<file path="src/rtl/osrq_pkg.sv">
// package with types and constants for the ordered set rank query block
`timescale 1ns / 1ps
package osrq_pkg;

  localparam int unsigned CAPACITY = 64;
  localparam int unsigned KEY_W    = 32;
  localparam int unsigned FUNC_W   = 3;
  localparam int unsigned RANK_W   = 12;

  typedef enum logic [FUNC_W-1:0] {
    FN_INSERT = 3'd0,
    FN_DELETE = 3'd1,
    FN_EXISTS = 3'd2,
    FN_NEXT   = 3'd3,
    FN_PREV   = 3'd4,
    FN_KTH    = 3'd5
  } osrq_func_e;

  typedef enum logic [1:0] {
    ST_IDLE,
    ST_CMP,
    ST_EXEC
  } osrq_state_e;

  typedef struct packed {
    logic cmp_en;
    logic ins_en;
    logic del_en;
    logic pick_next;
    logic pick_prev;
    logic pick_kth;
  } osrq_ctl_t;

  typedef struct packed {
    logic signed [KEY_W-1:0] key;
    logic                    valid;
    logic                    lt;
    logic                    gt;
  } osrq_link_t;

endpackage

</file>
<file path="src/rtl/osrq_cell.sv">
// one sorted cell: holds a key, compares it and shifts with its neighbors
`timescale 1ns / 1ps
module osrq_cell (
  input  logic                                  clk_i,
  input  logic                                  rst_ni,
  input  osrq_pkg::osrq_ctl_t                   ctl_i,
  input  logic signed [osrq_pkg::KEY_W-1:0]     op_key_i,
  input  logic                                  rank_sel_i,
  input  osrq_pkg::osrq_link_t                  left_i,
  input  osrq_pkg::osrq_link_t                  right_i,
  output osrq_pkg::osrq_link_t                  link_o,
  output logic                                  eq_o,
  output logic                                  pick_o
);

  logic signed [osrq_pkg::KEY_W-1:0] key_q, key_d;
  logic                              valid_q, valid_d;
  logic                              lt_q, eq_q, gt_q;
  logic                              lt_d, eq_d, gt_d;

  always_comb begin
    lt_d = valid_q && (key_q < op_key_i);
    eq_d = valid_q && (key_q == op_key_i);
    gt_d = valid_q && !lt_d && !eq_d;
  end

  always_comb begin
    key_d   = key_q;
    valid_d = valid_q;
    if (ctl_i.ins_en && !lt_q) begin
      if (left_i.lt) begin
        key_d   = op_key_i;
        valid_d = 1'b1;
      end else begin
        key_d   = left_i.key;
        valid_d = left_i.valid;
      end
    end else if (ctl_i.del_en && !lt_q) begin
      key_d   = right_i.key;
      valid_d = right_i.valid;
    end
  end

  always_ff @(posedge clk_i or negedge rst_ni) begin
    if (!rst_ni) begin
      valid_q <= 1'b0;
    end else begin
      valid_q <= valid_d;
    end
  end

  always_ff @(posedge clk_i) begin
    key_q <= key_d;
    if (ctl_i.cmp_en) begin
      lt_q <= lt_d;
      eq_q <= eq_d;
      gt_q <= gt_d;
    end
  end

  always_comb begin
    link_o.key   = key_q;
    link_o.valid = valid_q;
    link_o.lt    = lt_q;
    link_o.gt    = gt_q;
    eq_o         = eq_q;
    pick_o       = (ctl_i.pick_next && gt_q && !left_i.gt)
                || (ctl_i.pick_prev && lt_q && !right_i.lt)
                || (ctl_i.pick_kth && rank_sel_i && valid_q);
  end

endmodule

</file>
<file path="config.mk">
export PLATFORM = sky130hd
export DESIGN_NAME = osrq_cell
export DESIGN_NICKNAME = d
export VERILOG_FILES = /design/src/rtl/osrq_pkg.sv /design/src/rtl/osrq_cell.sv
export SDC_FILE = /design/constraint.sdc
export NUM_CORES = 1
export LEC_CHECK = 0
export BUFFER_PORTS_ARGS = -buffer_cell sky130_fd_sc_hd__buf_2
export CAP_MARGIN = 20
export CORE_ASPECT_RATIO = 2
export CORE_MARGIN = 1
export CORE_UTILIZATION = 50
export CTS_BUF_LIST = sky130_fd_sc_hd__clkbuf_8
export CTS_CLUSTER_DIAMETER = 30
export CTS_CLUSTER_SIZE = 12
export DETAILED_ROUTE_END_ITERATION = 7
export HOLD_SLACK_MARGIN = 0.15
export PLACE_DENSITY_LB_ADDON = 0.12
export SYNTH_ARGS = -nofsm -noshare
export SYNTH_HDL_FRONTEND = slang
export SYNTH_SLANG_ARGS = --single-unit
</file>
<file path="constraint.sdc">
create_clock -name clk_i -period 5 [get_ports clk_i]
set_clock_uncertainty 0.05 [all_clocks]
set_input_delay 1 -clock clk_i [delete_from_list [all_inputs] [get_ports clk_i]]
set_output_delay 1 -clock clk_i [all_outputs]
set_load 0.02 [all_outputs]
</file>
* Word level (Yosys, flattened, before mapping) *
Index checks and enable logic that the tools add are counted.

storage, ports and cells
  logic and storage cells = 33
  output and inout port bits = 37
  bits in registers = 36
  input port bits = 111

cells by class
  muxes and demuxes = 6
  equal/unequal tests = 1
  reductions and logical operators = 20
  $lt $le $gt $ge = 1

operators with widths
  kind                 number
  $mux W32             3
  $eq A32 B32 Y1       1
  $lt A32 B32 Y1       1
  $logic_and A1 B1 Y1  12
  $logic_not A1 Y1     5
  $mux W1              3
  $logic_or A1 B1 Y1   2
  $reduce_bool A2 Y1   1

* Logic depth before layout (Yosys ltp) *
  depth in word-level cells = 5
  depth in mapped cells = 8
  depth with buffers taken out = 8

* Least setup slack after synthesis *
No wires, ideal clock.

  path kind = input port to flip-flop
  from = input port ctl_i[4] (netlist name)
  to = register valid_q
  required time = 4874 ps
  cell stages on the path = 4
  arrival time = 2916 ps
  slack = 1959 ps
  buffers on the path = 0
  cells stage by stage = nor2_1 nor2_1 o311ai_0 nand2_1

between the ends
  word-level cells in the longest chain between the ends = 2
  elaborated cells on any way between the ends = 3

ends and longest elaborated chain
  what                                                  line             source
  from (decl)                                           osrq_cell.sv:6   input osrq_pkg::osrq_ctl_t ctl_i,
  $logic_and A1 B1 Y1 (*)                               osrq_cell.sv:30  if (ctl_i.ins_en && !lt_q) begin
  $mux W1 / $reduce_bool A2 Y1 (equally long branches)  --
  to (signal assigned)                                  osrq_cell.sv:48  valid_q <= valid_d;
  to (decl)                                             osrq_cell.sv:17  logic valid_q, valid_d;

Every way passes the cells marked *; elsewhere a longest branch is shown, timed or not.
A chain may end at the register's enable or synchronous reset.

* Final worst setup path *
  from = input port op_key_i[9] (netlist name)
  to = register gt_q (data pin)

between the ends
  word-level cells in the longest chain between the ends = 5
  elaborated cells on any way between the ends = 8

ends and longest elaborated chain
  what                     line             source
  from (decl)              osrq_cell.sv:7   input logic signed [osrq_pkg::KEY_W-1:0] op_key_i,
  $lt A32 B32 Y1           osrq_cell.sv:22  lt_d = valid_q && (key_q < op_key_i);
  $logic_and A1 B1 Y1      osrq_cell.sv:22
  $logic_not A1 Y1         osrq_cell.sv:24  gt_d = valid_q && !lt_d && !eq_d;
  $logic_and A1 B1 Y1      osrq_cell.sv:24
  $logic_and A1 B1 Y1 (*)  osrq_cell.sv:24
  via gt_d                 osrq_cell.sv:19  logic lt_d, eq_d, gt_d;
  to (signal assigned)     osrq_cell.sv:57  gt_q <= gt_d;
  to (decl)                osrq_cell.sv:18  logic lt_q, eq_q, gt_q;

Mark *: on every way through the listed nets, which the timed path passes. The rest lies on a longest branch.

==> impl_metrics.yaml <==
status:
  status: "complete, no violations"
synth:
  synth_edf_count: 35
  synth-async-reset-ratio_pct: 2.78
  syn_inst: 277
  syn-cell-area_sq_um: 2690
  ys_ff_latch: 36
  synth_nets: 420
  synth.distinct_cells: 34
  yosysWarningCount: 0
  syn_area_per_cell_sq_um: 9.70
  yosysSeqAreaShare_pct: 40.1
  synth-main-ff-cell: "edfxtp_1"
power:
  power_density_nw_per_um2: 290
  peakVddDrop_mv: 0.246
  leakage_uw: 0.00191
place:
  dpl.hpwl_um: 5100
  dp.cells: 467
  io_buffers: 146
  gp_congestion: 0.761
clock_tree:
  ctsHoldBuffers: 0
  cts_resized: 0
  tritoncts: "built"
  cts.sinks: 36
  cts.clk_slew.worst_paths_ns: 0.06
  htreeDepth: 2
  cts_setup_buffers: 0
  clk_path_buf_depth: 2
  clk_latency_ns: 0.30
  cts_root_buffer: "clkbuf_8"
  cts_buffers: 5
worst_setup_path:
  ff2ff_path_depth: 7
  crit_path_end_kind: "register"
  path_max_fanout: 2
  cp_data_required_time_ns: 5.00
  crit_arrival_ns: 2.63
  start_kind: "input pin"
  worstSetupPathType: "input pin to register"
floorplan:
  die_h_um: 106
  dieArea_sq_um: 5690
  ios: 148
  chipWidth_um: 53.8
  rows: 37
  core_sq_um: 5140
  start_util_pct: 52.3
route:
  first_pass_iters: 4
  drc: 0
  wirelength_um: 6400
  ant_nets: 0
  vias: 2465
  post_drt_wl_per_cell_um: 13.5
  drt_iter0_drc: 37
  avgViaCountPerCell: 5.19
layout:
  layout.cells.non_filler: 475
  area_growth_pct: 31.1
  drive_gt1_share_pct: 38.4
  fin_nets: 559
  final_util_pct: 68.5
  num_antenna_cells: 0
run:
  maxCapViolCount: 0
global_route:
  grt_pass1_wl_um: 9930
  antenna_found_initial: 0
  grt_start_max_net_pins: 67
  grt_pass1_vias: 2475
  globalRouteTotalUtil_pct: 24.5
  grt-ovfl-total: 0
timing:
  max-slew-margin-rel_pct: 30.0
  worst_slew_pin_slew_ns: 1.05
  tns_ns: 0
  period_minus_slack_ns: 2.64
  finalHoldViolCount: 0
  fmax_ghz: 0.379
  maxSlewViolCount: 0
  period_share_pct: 52.7
  final-setup-viol-count: 0
  rsz0062_at_grt: "false"
hold_path:
  hp-class: "input pin to async pin"
## critical path, stage by stage
cell and delay, ns:
buf_2 0.09, inv_1 0.04, ha_1 0.30, a21o_1 0.20
a21oi_1 0.15, o221ai_1 0.18, a2111oi_2 0.36, nand3_2 0.16
mux2i_1 0.15
## cell type report
type,instances,area [sq um]
Fill cell,454,1620
Multi-Input combinational cell,192,1420
Sequential cell,36,1080
Timing Repair Buffer,146,731
Inverter,35,131
Clock buffer,6,82.6
Tap cell,58,72.6
Clock inverter,2,7.51
## path summary, 6_finish.rpt
kind | from | to | slack, ns
worst max-delay path | op_key_i[9] | gt_q | 2.36
worst min-delay path | rst_ni | valid_q | 0.42
worst max register to register | key_q[9] | gt_q | 2.79
worst min register to register | valid_q | valid_q | 0.59
max in group asynchronous | rst_ni | valid_q | 4.40
min in group clk_i | valid_q | valid_q | 0.59
## Yosys cell counts, drive strengths merged (2+ instances only)
master | number | area share, %
nor2 | 4 | 0.65
ha | 32 | 15
inv | 35 | 4.9
edfxtp | 35 | 39
nand3 | 4 | 0.93
and4 | 2 | 0.65
o21ai | 35 | 6.5
nand2b | 3 | 0.70
nand2 | 41 | 5.7
buf | 6 | 1.4
nor2b | 2 | 0.47
mux2i | 34 | 13
nand4 | 6 | 1.9
a21oi | 11 | 2.0
a21o | 4 | 1.1
clkbuf | 8 | 1.1
nor4 | 2 | 0.47
## layout by cell type (no fill, tap or decap), drive strengths merged, types with 2 or more instances in the layout
| master | count |
|---|---|
| inv | 37 |
| o21ai | 35 |
| and4 | 2 |
| ha | 32 |
| edfxtp | 35 |
| nor2b | 2 |
| a21oi | 11 |
| clkbuf | 6 |
| nand4 | 6 |
| buf | 146 |
| a21o | 4 |
| mux2i | 34 |
| nand2b | 3 |
| nand2 | 41 |
| nor2 | 4 |
| nor4 | 2 |
| nand3 | 4 |
## where the power goes
group          total [uW]  leakage [uW]  internal (uW)  switching, uW
clock network         213     0.0000538            108            105
logic                 376       0.00150            151            226
registers             432      0.000357            402           30.4
## flip-flops by register name, indices dropped and copies added, names as in the netlist
name,flops
key_q,32
lt_q,1
valid_q,1
eq_o,1
gt_q,1
## metrics by stage
stage,setup slack (ns),total power [uW],cell area (sq um),hold WS [ns]
4_1_cts,2.36,1040,3520,0.406
3_5_place_dp,2.03,820,3430,0.591
5_1_grt,2.29,1090,3520,0.405
3_3_place_gp,2.11,806,3430,0.582
2_1_floorplan,1.96,682,2690,0.486
6_report,2.36,1020,3520,0.416
## kinds of logic (layout without fill, tap and decap cells)
family,Yosys count,in the layout,share of synthesized area [%]
buffers and inverters,49,189,7.41
AOI/OAI and AO/OA,59,59,12.6
DFF,36,36,40.1
adders and majority gates,32,32,14.9
muxes,34,34,12.7
and+or+nand+nor,67,67,12.4
## per-layer routing
layer	vias to the layer above	wire (um)	GRT usage [%]
met5	-	0	0
met4	0	192	13.9
met3	13	358	5.63
met2	94	3550	46.1
met1	1092	2300	21.1
li1	1266	-	-
Note: power is estimated with default switching activity, not from simulation.
